`src/hw/rtl/assert_macros.svh`:
```
// Assertion macros used by the top level of the button gesture mode controller.
`ifndef ASSERT_MACROS_SVH
`define ASSERT_MACROS_SVH
`ifndef SYNTHESIS
`define ASSERT_IMPLIES(label, clk, rst_n, ante, cons) \
  label: assert property (@(posedge clk) disable iff (!rst_n) (ante) |-> (cons)) \
    else $error("assertion failed: same-cycle implication");
`define ASSERT_NEXT(label, clk, rst_n, ante, cons) \
  label: assert property (@(posedge clk) disable iff (!rst_n) (ante) |=> (cons)) \
    else $error("assertion failed: next-cycle implication");
`else
`define ASSERT_IMPLIES(label, clk, rst_n, ante, cons)
`define ASSERT_NEXT(label, clk, rst_n, ante, cons)
`endif
`endif

```
`src/hw/rtl/bgm_pkg.sv`:
```
// Types and constants shared by the button gesture mode controller modules.
package bgm_pkg;

  localparam int CFG_IDX_W = 3;

  typedef enum logic [1:0] {
    MODE_IDLE = 2'd0,
    MODE_REG  = 2'd1,
    MODE_PEND = 2'd2
  } mode_t;

  typedef enum logic [CFG_IDX_W-1:0] {
    CFG_DEBOUNCE  = 3'd0,
    CFG_LONG      = 3'd1,
    CFG_GAP       = 3'd2,
    CFG_TIMEOUT   = 3'd3,
    CFG_BLINK     = 3'd4,
    CFG_PATTERN   = 3'd5
  } cfg_idx_t;

  localparam logic [15:0] SAT16         = 16'hFFFF;
  localparam logic [15:0] FLASH_A_END   = 16'd200;
  localparam logic [15:0] FLASH_B_START = 16'd400;
  localparam logic [15:0] FLASH_B_END   = 16'd600;
  localparam logic [1:0]  CLICK_MAX     = 2'd3;
  localparam logic [1:0]  CLICK_DOUBLE  = 2'd2;

  localparam logic [15:0] RST_DEBOUNCE  = 16'd50;
  localparam logic [15:0] RST_LONG      = 16'd1000;
  localparam logic [15:0] RST_GAP       = 16'd400;
  localparam logic [15:0] RST_TIMEOUT   = 16'd2000;
  localparam logic [15:0] RST_BLINK     = 16'd200;
  localparam logic [15:0] RST_PATTERN   = 16'd1300;

  typedef struct packed {
    logic [15:0] debounce_ms;
    logic [15:0] long_press_ms;
    logic [15:0] click_gap_ms;
    logic [15:0] confirm_timeout_ms;
    logic [15:0] blink_half_ms;
    logic [15:0] pattern_period_ms;
  } cfg_t;

  typedef struct packed {
    logic registration_done;
    logic cancel_request;
    logic register_request;
    logic button_level;
  } item_t;

  typedef struct packed {
    mode_t       mode;
    logic        prev_level;
    logic [15:0] press_elapsed;
    logic [15:0] release_elapsed;
    logic [1:0]  click_tally;
    logic [15:0] blink_elapsed;
    logic        blink_phase;
    logic [15:0] pattern_phase;
    logic        led_level;
  } state_t;

  typedef struct packed {
    logic  confirm_waiting;
    logic  reg_aborted;
    logic  reset_timed_out;
    logic  clear_store;
    logic  led_on;
    mode_t mode;
  } result_t;

  function automatic logic [15:0] sat_inc(input logic [15:0] v);
    return (v == SAT16) ? v : v + 16'd1;
  endfunction

endpackage

```
`src/hw/rtl/button_gesture_mode_controller.sv`:
```
// Top level of the button gesture mode controller: channels, state and result registers.
// One input transaction is one millisecond tick and yields exactly one result transaction.
// The block takes a tick in every clock cycle while the output is not stalled; a tick passes
// an input register, then compare and count logic that updates the gesture state and loads
// the result register, which presents the result. A stalled output holds the tick in the
// input register. The state update is the only loop, which sets the rate of one tick per
// clock. Configuration writes are always accepted and take effect on the next tick.
`include "assert_macros.svh"

module button_gesture_mode_controller
  import bgm_pkg::*;
(
  input  logic                 clk,
  input  logic                 rst_n,
  input  logic                 in_tvalid,
  output logic                 in_tready,
  // [0] button_level, [1] register_request, [2] cancel_request, [3] registration_done
  input  logic [7:0]           in_tdata,
  output logic                 out_tvalid,
  input  logic                 out_tready,
  // [1:0] mode, [2] led_on, [3] clear_store, [4] reset_timed_out,
  // [5] reg_aborted, [6] confirm_waiting
  output logic [7:0]           out_tdata,
  input  logic                 cfg_valid,
  output logic                 cfg_ready,
  input  logic [CFG_IDX_W-1:0] cfg_index,
  input  logic [15:0]          cfg_data
);

  cfg_t    cfg;
  state_t  state_r;
  state_t  state_nxt;
  item_t   item_r;
  logic    item_valid_r;
  result_t res_nxt;
  result_t res_r;
  logic    out_valid_r;
  logic    advance;

  assign cfg_ready = 1'b1;

  bgm_cfg_regs u_cfg (
    .clk      (clk),
    .rst_n    (rst_n),
    .wr_en    (cfg_valid),
    .wr_index (cfg_index),
    .wr_data  (cfg_data),
    .cfg      (cfg)
  );

  bgm_step u_step (
    .cfg     (cfg),
    .st_cur  (state_r),
    .item    (item_r),
    .st_next (state_nxt),
    .res     (res_nxt)
  );

  // The held tick moves on whenever the result register is free or being emptied.
  assign advance   = item_valid_r && (!out_valid_r || out_tready);
  assign in_tready = !item_valid_r || advance;

  always_ff @(posedge clk) begin
    if (!rst_n) begin
      item_valid_r <= 1'b0;
      out_valid_r  <= 1'b0;
      state_r.mode            <= MODE_IDLE;
      state_r.prev_level      <= 1'b1;
      state_r.press_elapsed   <= 16'd0;
      state_r.release_elapsed <= 16'd0;
      state_r.click_tally     <= 2'd0;
      state_r.blink_elapsed   <= 16'd0;
      state_r.blink_phase     <= 1'b0;
      state_r.pattern_phase   <= 16'd0;
      state_r.led_level       <= 1'b0;
    end else begin
      if (in_tready) begin
        item_valid_r <= in_tvalid;
      end
      if (advance) begin
        state_r     <= state_nxt;
        out_valid_r <= 1'b1;
      end else if (out_tready) begin
        out_valid_r <= 1'b0;
      end
    end
  end

  always_ff @(posedge clk) begin
    if (in_tready && in_tvalid) begin
      item_r <= item_t'(in_tdata[3:0]);
    end
    if (advance) begin
      res_r <= res_nxt;
    end
  end

  assign out_tvalid = out_valid_r;
  assign out_tdata  = {1'b0, res_r};

  `ASSERT_IMPLIES(a_free_input_ready, clk, rst_n, !item_valid_r, in_tready)
  `ASSERT_IMPLIES(a_clear_leaves_idle, clk, rst_n, out_valid_r && res_r.clear_store,
                  res_r.mode == MODE_IDLE)
  `ASSERT_IMPLIES(a_wait_in_pending, clk, rst_n, out_valid_r && res_r.confirm_waiting,
                  res_r.mode == MODE_PEND)
  `ASSERT_NEXT(a_advance_fills_output, clk, rst_n, advance, out_valid_r)

endmodule

```
`src/hw/rtl/bgm_cfg_regs.sv`:
```
// Configuration register file with write decoder and reset values.
module bgm_cfg_regs
  import bgm_pkg::*;
(
  input  logic                 clk,
  input  logic                 rst_n,
  input  logic                 wr_en,
  input  logic [CFG_IDX_W-1:0] wr_index,
  input  logic [15:0]          wr_data,
  output cfg_t                 cfg
);

  cfg_t cfg_r;
  cfg_t cfg_nxt;

  always_comb begin
    cfg_nxt = cfg_r;
    if (wr_en) begin
      unique case (cfg_idx_t'(wr_index))
        CFG_DEBOUNCE: cfg_nxt.debounce_ms        = wr_data;
        CFG_LONG:     cfg_nxt.long_press_ms      = wr_data;
        CFG_GAP:      cfg_nxt.click_gap_ms       = wr_data;
        CFG_TIMEOUT:  cfg_nxt.confirm_timeout_ms = wr_data;
        CFG_BLINK:    cfg_nxt.blink_half_ms      = wr_data;
        CFG_PATTERN:  cfg_nxt.pattern_period_ms  = wr_data;
        default:      cfg_nxt = cfg_r;
      endcase
    end
  end

  always_ff @(posedge clk) begin
    if (!rst_n) begin
      cfg_r.debounce_ms        <= RST_DEBOUNCE;
      cfg_r.long_press_ms      <= RST_LONG;
      cfg_r.click_gap_ms       <= RST_GAP;
      cfg_r.confirm_timeout_ms <= RST_TIMEOUT;
      cfg_r.blink_half_ms      <= RST_BLINK;
      cfg_r.pattern_period_ms  <= RST_PATTERN;
    end else begin
      cfg_r <= cfg_nxt;
    end
  end

  assign cfg = cfg_r;

endmodule

```
`src/hw/rtl/bgm_step.sv`:
```
// Next-state and result logic for one millisecond tick.
module bgm_step
  import bgm_pkg::*;
(
  input  cfg_t    cfg,
  input  state_t  st_cur,
  input  item_t   item,
  output state_t  st_next,
  output result_t res
);

  // Values carried from the mode/button block into the LED block.
  mode_t       mode_mid;
  logic        led_mid;
  logic [15:0] press_n;
  logic [15:0] release_n;
  logic [1:0]  tally_n;
  logic [15:0] blink_tick;
  logic [15:0] phase_n;
  logic [16:0] phase_sum;
  logic        skip_gap;
  logic        cleared;
  logic        timed_out;
  logic        cancelled;
  logic        waiting;
  logic        rising;
  logic        falling;
  logic        flash_on;

  assign phase_sum  = {1'b0, st_cur.pattern_phase} + 17'd1;
  assign phase_n    = (phase_sum >= {1'b0, cfg.pattern_period_ms}) ? 16'd0 : phase_sum[15:0];
  assign blink_tick = sat_inc(st_cur.blink_elapsed);
  assign rising     = item.button_level & ~st_cur.prev_level;
  assign falling    = ~item.button_level & st_cur.prev_level;
  assign flash_on   = (phase_n < FLASH_A_END) ||
                      ((phase_n > FLASH_B_START) && (phase_n < FLASH_B_END));

  // Mode transitions driven by the requests and the button.
  always_comb begin
    mode_mid  = st_cur.mode;
    led_mid   = st_cur.led_level;
    press_n   = sat_inc(st_cur.press_elapsed);
    release_n = sat_inc(st_cur.release_elapsed);
    tally_n   = st_cur.click_tally;
    skip_gap  = 1'b0;
    cleared   = 1'b0;
    timed_out = 1'b0;
    cancelled = 1'b0;
    waiting   = 1'b0;

    if (item.cancel_request) begin
      mode_mid  = MODE_IDLE;
      led_mid   = 1'b0;
      cancelled = 1'b1;
    end
    if (item.register_request) begin
      mode_mid = MODE_REG;
    end

    if (mode_mid == MODE_PEND && release_n > cfg.confirm_timeout_ms) begin
      mode_mid  = MODE_IDLE;
      tally_n   = 2'd0;
      led_mid   = 1'b0;
      timed_out = 1'b1;
    end
    if (falling) begin
      press_n = 16'd0;
    end
    if (rising) begin
      release_n = 16'd0;
      if (press_n < cfg.debounce_ms) begin
        skip_gap = 1'b1;
      end else if (mode_mid == MODE_REG) begin
        mode_mid  = MODE_IDLE;
        led_mid   = 1'b0;
        cancelled = 1'b1;
        skip_gap  = 1'b1;
      end else if (mode_mid == MODE_PEND) begin
        mode_mid = MODE_IDLE;
        tally_n  = 2'd0;
        led_mid  = 1'b0;
        cleared  = 1'b1;
        skip_gap = 1'b1;
      end else if (press_n >= cfg.long_press_ms) begin
        mode_mid = MODE_REG;
        tally_n  = 2'd0;
      end else if (tally_n < CLICK_MAX) begin
        tally_n = tally_n + 2'd1;
      end
    end
    // A quiet gap closes the click sequence; only a double click counts.
    if (!skip_gap && mode_mid == MODE_IDLE && tally_n != 2'd0 &&
        release_n > cfg.click_gap_ms) begin
      if (tally_n == CLICK_DOUBLE) begin
        mode_mid = MODE_PEND;
        waiting  = 1'b1;
      end
      tally_n = 2'd0;
    end
  end

  // LED drive, blink timer and the final registration-done exit.
  always_comb begin
    st_next                 = st_cur;
    st_next.prev_level      = item.button_level;
    st_next.press_elapsed   = press_n;
    st_next.release_elapsed = release_n;
    st_next.click_tally     = tally_n;
    st_next.pattern_phase   = phase_n;
    st_next.blink_elapsed   = blink_tick;
    st_next.mode            = mode_mid;
    st_next.led_level       = led_mid;

    unique case (mode_mid)
      MODE_REG: begin
        if (blink_tick >= cfg.blink_half_ms) begin
          st_next.blink_elapsed = 16'd0;
          st_next.blink_phase   = ~st_cur.blink_phase;
          st_next.led_level     = ~st_cur.blink_phase;
        end
      end
      MODE_PEND: st_next.led_level = flash_on;
      default:   st_next.led_level = 1'b0;
    endcase

    if (mode_mid == MODE_REG && item.registration_done) begin
      st_next.mode      = MODE_IDLE;
      st_next.led_level = 1'b0;
    end

    res.mode            = st_next.mode;
    res.led_on          = st_next.led_level;
    res.clear_store     = cleared;
    res.reset_timed_out = timed_out;
    res.reg_aborted     = cancelled;
    res.confirm_waiting = waiting;
  end

endmodule

```
`config.mk`:
```
export PLATFORM = sky130hd
export DESIGN_NAME = button_gesture_mode_controller
export DESIGN_NICKNAME = d
export VERILOG_FILES = /design/src/hw/rtl/bgm_pkg.sv /design/src/hw/rtl/button_gesture_mode_controller.sv /design/src/hw/rtl/bgm_cfg_regs.sv /design/src/hw/rtl/bgm_step.sv
export VERILOG_INCLUDE_DIRS = /design/src /design/src/hw/rtl
export SDC_FILE = /design/constraint.sdc
export NUM_CORES = 1
export LEC_CHECK = 0
export BUFFER_PORTS_ARGS = -buffer_cell sky130_fd_sc_hd__clkbuf_2
export CORE_MARGIN = 3
export CORE_UTILIZATION = 57
export CTS_CLUSTER_DIAMETER = 40
export DETAILED_ROUTE_END_ITERATION = 10
export PLACE_DENSITY_LB_ADDON = 0.3
export SLEW_MARGIN = 10
export SYNTH_ARGS = -nofsm -noshare
export SYNTH_HDL_FRONTEND = slang
export SYNTH_SLANG_ARGS = --single-unit
```
`constraint.sdc`:
```
create_clock -name clk -period 4.6 [get_ports clk]
set_input_delay 1.38 -clock clk [delete_from_list [all_inputs] [get_ports clk]]
set_output_delay 1.38 -clock clk [all_outputs]
set_load 0.02 [all_outputs]
```
==> metrics.md, run 1 <==
| Metric | Value |
|---|---|
| XOR/XNOR share of the synthesized area | 4.20% |
| Adder-Cell Fraction of Synth Area | 11.4% |
| Setup_tns | -0.168 ns |
| Vias | 10,178 |
| Worst Hold Path Cells | 2 |
| Clock Latency Late Sink | 0.44 ns |
| Final setup vio count | 7 |
| Crit start category | register |
| First-pass GRT wire length | 47,400 um |
| Core box area | ~0.019 mm^2 |
| CTS tree | built |
| Synth Area in Compound Gates | about a fifth |
| Hold-fix buffers, CTS | 0 |
| Cell variety after synth | 67 |
| Final Max Slew Viols | 0 |
| Detail Route Antenna Nets | 0 |
| Drt first pass iters | 6 |
| Antenna violations before repair | 0 |
| Vias in the first global route | 9,591 |
| Worst min path class | register to register |
| Critical path class | register to register |
| RSZ-0062 raised after global routing | true |
| Clk sinks | 180 |
| Post-synth top cells | nand2_1 (309), dfxtp_1 (169), a21boi_0 (122), inv_1 (114), ha_1 (101) |
| Flops & latches, synth | 180 |
| Hold Vio Cnt, Final | 0 |
| Routed WL | 29,200 um |
| Vias per cell | about 5.7 |
| CTS Buf Count | 17 |
| Synthesized instance count | 1,409 |
| Post-DP HPWL | 20,200 um |
| Crit-path max FO | 5 |
| Failing checks | setup timing |
| HP Start | u_cfg.cfg[68] |
| Worst reg2reg path depth | 25 |
| All-Layer GR Usage | 27.0% |
| DR WL/cell | 16.3 um |
| Worst Tran Pin Value | 1.17 ns |
| CTS clk-pin slew, worst paths | 0.08 ns |
| IO Count | between 40 and 50 |
| Final Cycle Share | 101% |
| Fillers | 1,535 |
| Outcome | finished with violations |
| Initial Util | 58.6% |
| DR iter-0 viols | 736 |
| Peak Freq | 215 MHz |
| Die Footprint | about 0.021 mm^2 |
| GRT Residual Overflow | 0 |
| Leakage | ~5.3 nW |
| Nets | 1,647 |
| Chip Height | roughly 150 um |
| GPL Wtd Cong | about 0.89 |
| P per Cell Area | 258 mW/mm^2 |
| FFs w/ async S/R, synth | 0% |
| Yosys warning count | 0 |
| Design Area, Final | 0.0131 mm^2 |
| Synth Cell Area | around 0.011 mm^2 |
| R2R Path Start | state_r[52] |
| Mux share of post-synthesis cell area | less than 1% |
| Post-DP Area | approximately 0.012 mm^2 |
| Clock Path Buffers | 2 |
| ANT cells | 0 |
| Top-area cell type share of the netlist area | between 30% and 40% |
| CTS H-tree depth | 4 |
| Worst EP required | 4.78 ns |
| CP dominant cell by count | buf_4 |
| Remaining DRCs | 0 |
| Area growth syn-to-layout | 18.0% |
| Most frequent cell after synthesis | nand2_1 |
| Reg2Reg Setup Slack | -0.06 ns |
| Die W | 145 um |
| Pin count of the biggest net entering global routing | 95 |
| Number of flops mapped to enable cells by yosys | 11 |
| CP max stage delay | ~0.36 ns |
| I/O Buffers | 36 |
| CP endpoint kind | register |
| Max-cap violations | 0 |
| Syn nets | approximately 1,500 |
| CP arrival | 4.84 ns |
| Hold Path End | u_cfg.cfg[68] |
| Reg2reg end | out_tdata[2] |
| Root buffer cell | clkbuf_16 |
| Post-synthesis sequential area ratio | 33.6% |
| Tmin final | around 4.7 ns |
| Row cnt | 50 |
| Leading area contributor after synthesis | dfxtp_1 |
| Final worst slack | -0.0556 ns |
| CP max-delay cell | dfxtp_2 |
| Share of layout cells above drive strength 1 | 15.7% |
| Syn avg cell area | 7.85 um^2 |
| Maximum VDD drop | 0.000272 V |
| Clk_skew | 0.0128 ns |
| Simple-Gate Fraction of Synth Area | 24.3% |
| Primary FF master, synth | dfxtp_1 |
| Top post-synthesis cells by area | dfxtp_1 (31%), ha_1 (11%), nand2_1 (10%) |
| Max-Slew Margin vs Limit | between 20% and 30% |
| Main combinational cell family by area after synthesis | simple AND/OR/NAND/NOR gates |
==> registers in the layout (all words and copies together) (netlist names) <==
| register | count |
|---|---|
| item_r | 4 |
| item_valid_r | 1 |
| out_tdata | 7 |
| out_tvalid | 1 |
| state_r | 71 |
| u_cfg.cfg | 96 |
==> per-stage QoR <==
step	power (mW)	utilization (%)	setup WS, ns	hold slack, ns	std cells
after floorplan	1.82	-	0.0124	0.443	1409
final	3.37	69.1	-0.0556	0.465	1787
after CTS	3.37	67.8	-0.0122	0.468	1776
after global routing	3.48	69.1	-0.341	0.488	1787
after detailed placement	1.92	63.9	-0.301	0.458	1739
after global placement	1.91	63.9	-0.192	0.450	1739
==> worst max-delay path by stage <==
stage	from	endpoint	slack [ns]	cells after the start
6_report	state_r[52]	out_tdata[2]	-0.06	25
5_1_grt	state_r[55]	state_r[0]	-0.34	24
4_1_cts	state_r[53]	out_tdata[2]	-0.01	23
3_5_place_dp	state_r[53]	state_r[0]	-0.30	22
3_3_place_gp	state_r[53]	state_r[0]	-0.19	22
2_1_floorplan	state_r[52]	state_r[0]	0.01	22
==> layout by cell type, fill, tap and decap left out, types with 20 or more instances in the layout <==
cell type	n
nand2_1	308
dfxtp_1	163
a21boi_0	116
inv_1	113
buf_4	105
ha_1	98
a21oi_1	50
nand3_1	47
nor2_1	40
o21ai_0	35
clkbuf_2	35
o211ai_1	30
nand4_1	28
xnor2_1	27
nor2b_1	24
xor2_1	24
nor3_1	20
and2_1	20
==> area by class of cell <==
class | count | area, um^2 | share of cell area (%)
multi-input combinational | 1054 | 6950 | 53.2
sequential | 180 | 3720 | 28.5
timing repair buffer | 147 | 1040 | 7.98
clock buffer | 18 | 429 | 3.29
inverter | 114 | 428 | 3.28
tap | 260 | 325 | 2.49
clock inverter | 14 | 164 | 1.26
==> worst max-delay path: cells and delay by family (launching register included) <==
family                   cells  cell delay, ns
adder cells (fa/ha/maj)      3            0.61
buffers and inverters        5            0.72
flip-flops                   1            0.36
AND/OR/NAND/NOR              9            1.16
AO/OA/AOI/OAI                7            1.35
XOR/XNOR                     1            0.18
==> what timing repair did <==
item | 4_1_cts | 5_1_grt
setup buffers | 5 | 11
gates cloned | 0 | 0
pin swaps | 17 | 34
gates resized for setup | 26 | 44
setup endpoints to repair | 19 | 23
==> power by group <==
group / internal [mW] / switching [mW] / total, mW
logic: 0.0974 / 0.179 / 0.276
registers: 1.60 / 0.0193 / 1.62
clock network: 0.775 / 0.696 / 1.47
total: 2.48 / 0.894 / 3.37
==> cell families (layout without fill, tap and decap cells) <==
family	Yosys count	after routing
multiplexers	5	5
buffers and inverters	175	293
XOR/XNOR	53	53
AO/OA/AOI/OAI	321	321
other	2	2
AND/OR/NAND/NOR	572	572
flip-flops	180	180
adder cells (fa/ha/maj)	101	101
==> routing by layer <==
| metal | track usage [%] | up-vias | share of wire (%) |
|---|---|---|---|
| met5 | 0 | - | 0 |
| met4 | 9.64 | 0 | 3.0 |
| met3 | 4.37 | 51 | 4.8 |
| met2 | 44.6 | 278 | 47 |
| met1 | 36.0 | 4765 | 45 |
| li1 | - | 5084 | - |
Note: power is estimated with default switching activity, not from simulation.
==> inputs of run 2 (changes only) <==
CELL_PAD_IN_SITES_DETAIL_PLACEMENT = 0   (was not set)
CELL_PAD_IN_SITES_GLOBAL_PLACEMENT = 1   (was not set)
CORE_UTILIZATION = 43   (was 57)
==> run 2 against run 1 <==
Effect of this change: utilization is 16 points lower; die area is 31% higher; critical path type unchanged; count of clock-buffer cells in the layout did not move; largest power group unchanged; the run still ends with setup timing left; highest routed layer unchanged.
==> metrics.md, run 2 (same netlist as run 1, synthesis figures left out) <==
| Metric | Value |
|---|---|
| Outcome | finished with violations |
| Failing checks | setup timing |
| Setup_tns | -1.23 ns (-1.06 ns) |
| Root buffer cell | clkbuf_16 |
| Reg2Reg Setup Slack | -0.19 ns (-0.13 ns) |
| Crit-path max FO | 3 (-2) |
| Row cnt | 58 (+16%) |
| Sw Ratio | 25.9% (-0.62 points) |
| Leakage | 5.45 nW (+2.1%) |
| CP arrival | 5.15 ns (+0.31 ns) |
| Core box area | 0.0253 mm^2 (+34%) |
| CTS Buf Count | 17 (unchanged) |
| Drt first pass iters | 5 (-1) |
| Crit start category | register |
| Combinational share of power | 8.5% (+0.3 points) |
| Max reg flops | 96 (unchanged) |
| Final Max Slew Viols | 0 (unchanged) |
| DR WL/cell | 16.3 um (-0.36%) |
| Area growth syn-to-layout | 20.9% |
| Maximum VDD drop | 0.000198 V (-27%) |
| CP endpoint kind | register |
| Setup WS pre-CTS | -0.312 ns (-0.0114 ns) |
| Max-cap violations | 0 (unchanged) |
| RSZ-0062 raised after global routing | true |
| Clock Latency Late Sink | 0.44 ns (about the same) |
| Detail Route Antenna Nets | 0 (unchanged) |
| First-pass GRT wire length | 49,200 um (+3.8%) |
| Worst hold slack | 0.464 ns (-0.00125 ns) |
| Placed cells | 1,825 (+4.9%) |
| Post-DP Area | 0.0123 mm^2 (+2.0%) |
| Most frequent cells in the layout | nand2_1 (306), dfxtp_1 (164), buf_4 (122) |
| Die Footprint | 0.0277 mm^2 (+31%) |
| Routed WL | 30,500 um (+4.4%) |
| Final setup vio count | 17 (+10) |
| Pin count of the biggest net entering global routing | 81 (-15%) |
| Initial Util | 43.8% (-15 points) |
| DR iter-0 viols | 677 (-8.0%) |
| Final core utilization | 53.0% (-16 points) |
| ANT cells | 0 (unchanged) |
| P per Cell Area | 254 mW/mm^2 (-1.7%) |
| Commonest non-fill, non-tap cell in the layout | nand2_1 |
| Die W | 166 um (+15%) |
| Remaining DRCs | 0 (unchanged) |
| Vias | 9,963 (-2.1%) |
| Clk sinks | 180 (unchanged) |
| Sw Pwr | 0.880 mW (-1.6%) |
| Clock Power Share | 43.7% (about the same) |
| I/O Buffers | 36 (unchanged) |
| CTS H-tree depth | 4 (unchanged) |
| Worst min path class | register to register |
| IO Count | 43 (unchanged) |
| Tmin final | 4.79 ns (+0.131 ns) |
| Int Pwr | 2.52 mW (+1.6%) |
| Share of layout cells above drive strength 1 | 17.2% (+1.5 points) |
| Vias per cell | 5.32 (-6.6%) |
| CTS clk-pin slew, worst paths | 0.07 ns (about the same) |
| Design Area, Final | 0.0134 mm^2 (+2.4%) |
| Total power | 3.40 mW (+0.74%) |
| Hold Vio Cnt, Final | 0 (unchanged) |
| Worst EP required | 4.97 ns (+0.19 ns) |
| Final Cycle Share | 104% (+2.9 points) |
| Critical path class | register to register |
| Peak Freq | 209 MHz (-2.7%) |
| GRT Residual Overflow | 0 (unchanged) |
| Worst Tran Pin Value | 1.01 ns (-0.168 ns) |
| Final worst slack | -0.187 ns (-0.131 ns) |
| CTS tree | built |
| GPL Wtd Cong | 0.825 (-7.7%) |
| Vias in the first global route | 9,529 (-0.65%) |
| All-Layer GR Usage | 21.7% (-5.3 points) |
| Nets | 1,663 (+0.97%) |
| Finished Layout Cells | 1,873 (+4.8%) |
| Multi-input gate area | 0.00704 mm^2 (+1.3%) |
| Fillers | 2,416 (+57%) |
| Clock Path Buffers | 2 (unchanged) |
| Chip Height | 166 um (+15%) |
| Reg power frac | 47.8% (-0.4 points) |
| Post-DP HPWL | 21,200 um (+4.8%) |
| Seq. cell area | 0.00372 mm^2 (about the same) |
| Clk_skew | 0.0127 ns (-0.0000957 ns) |
| Max-Slew Margin vs Limit | 32.9% (+12 points) |
| Antenna violations before repair | 0 (unchanged) |
## run 2: cell count changes in the layout (fill, tap and decap cells not counted), sizes merged
| cell | previous run | this run |
|---|---|---|
| bufinv | 1 | 2 |
| clkinvlp | 1 | 2 |
| clkbuf | 53 | 54 |
| clkinv | 6 | 4 |
| buf | 112 | 127 |
## run 2: worst paths after layout
path,startpoint,end,cells after the start
max reg2reg,state_r[38],state_r[0],20
min,u_cfg.cfg[79],u_cfg.cfg[79],2
min reg2reg,u_cfg.cfg[79],u_cfg.cfg[79],2
max,state_r[38],state_r[0],20
## run 2: critical path, stage by stage, from the launching register on
cell,delay (ns)
dfxtp_2,0.34
and4_4,0.23
nand4_1,0.21
buf_4,0.22
nor4b_4,0.28
nand3_1,0.14
mux2_4,0.34
ha_4,0.26
nand4_1,0.22
nor3_4,0.28
o311ai_4,0.16
a31oi_2,0.26
o2111ai_2,0.15
a211o_1,0.35
o21a_1,0.23
inv_2,0.08
ha_4,0.20
a21oi_4,0.14
nand2_2,0.10
a221o_1,0.35
a31oi_1,0.19
## run 2: per-layer routing
layer	vias up	global-route usage (%)	routed length [um]
met5	-	0	0
li1	5090	-	-
met2	123	36.6	14500
met4	0	5.52	485
met1	4716	29.6	14700
met3	34	2.74	811
## run 2: timing repair
action,CTS,global route
hold buffers,0,0
setup buffers,7,8
gates cloned,0,1
pin swaps,19,36
setup endpoints to repair,17,20
resized for setup,20,61
## run 2: power groups by stage
stage	combinational [mW]	clock [mW]	sequential [mW]
2_1_floorplan	0.160	0	1.66
3_3_place_gp	0.271	0	1.66
3_5_place_dp	0.275	0	1.66
4_1_cts	0.278	1.52	1.62
5_1_grt	0.319	1.59	1.63
6_report	0.289	1.48	1.62
## run 2: area by class of cell
type | instances | area share, %
Multi-Input combinational cell | 1054 | 52.6
Sequential cell | 180 | 27.8
Timing Repair Buffer | 163 | 8.96
Tap cell | 330 | 3.09
Inverter | 114 | 3.20
Clock inverter | 14 | 1.11
Clock buffer | 18 | 3.21
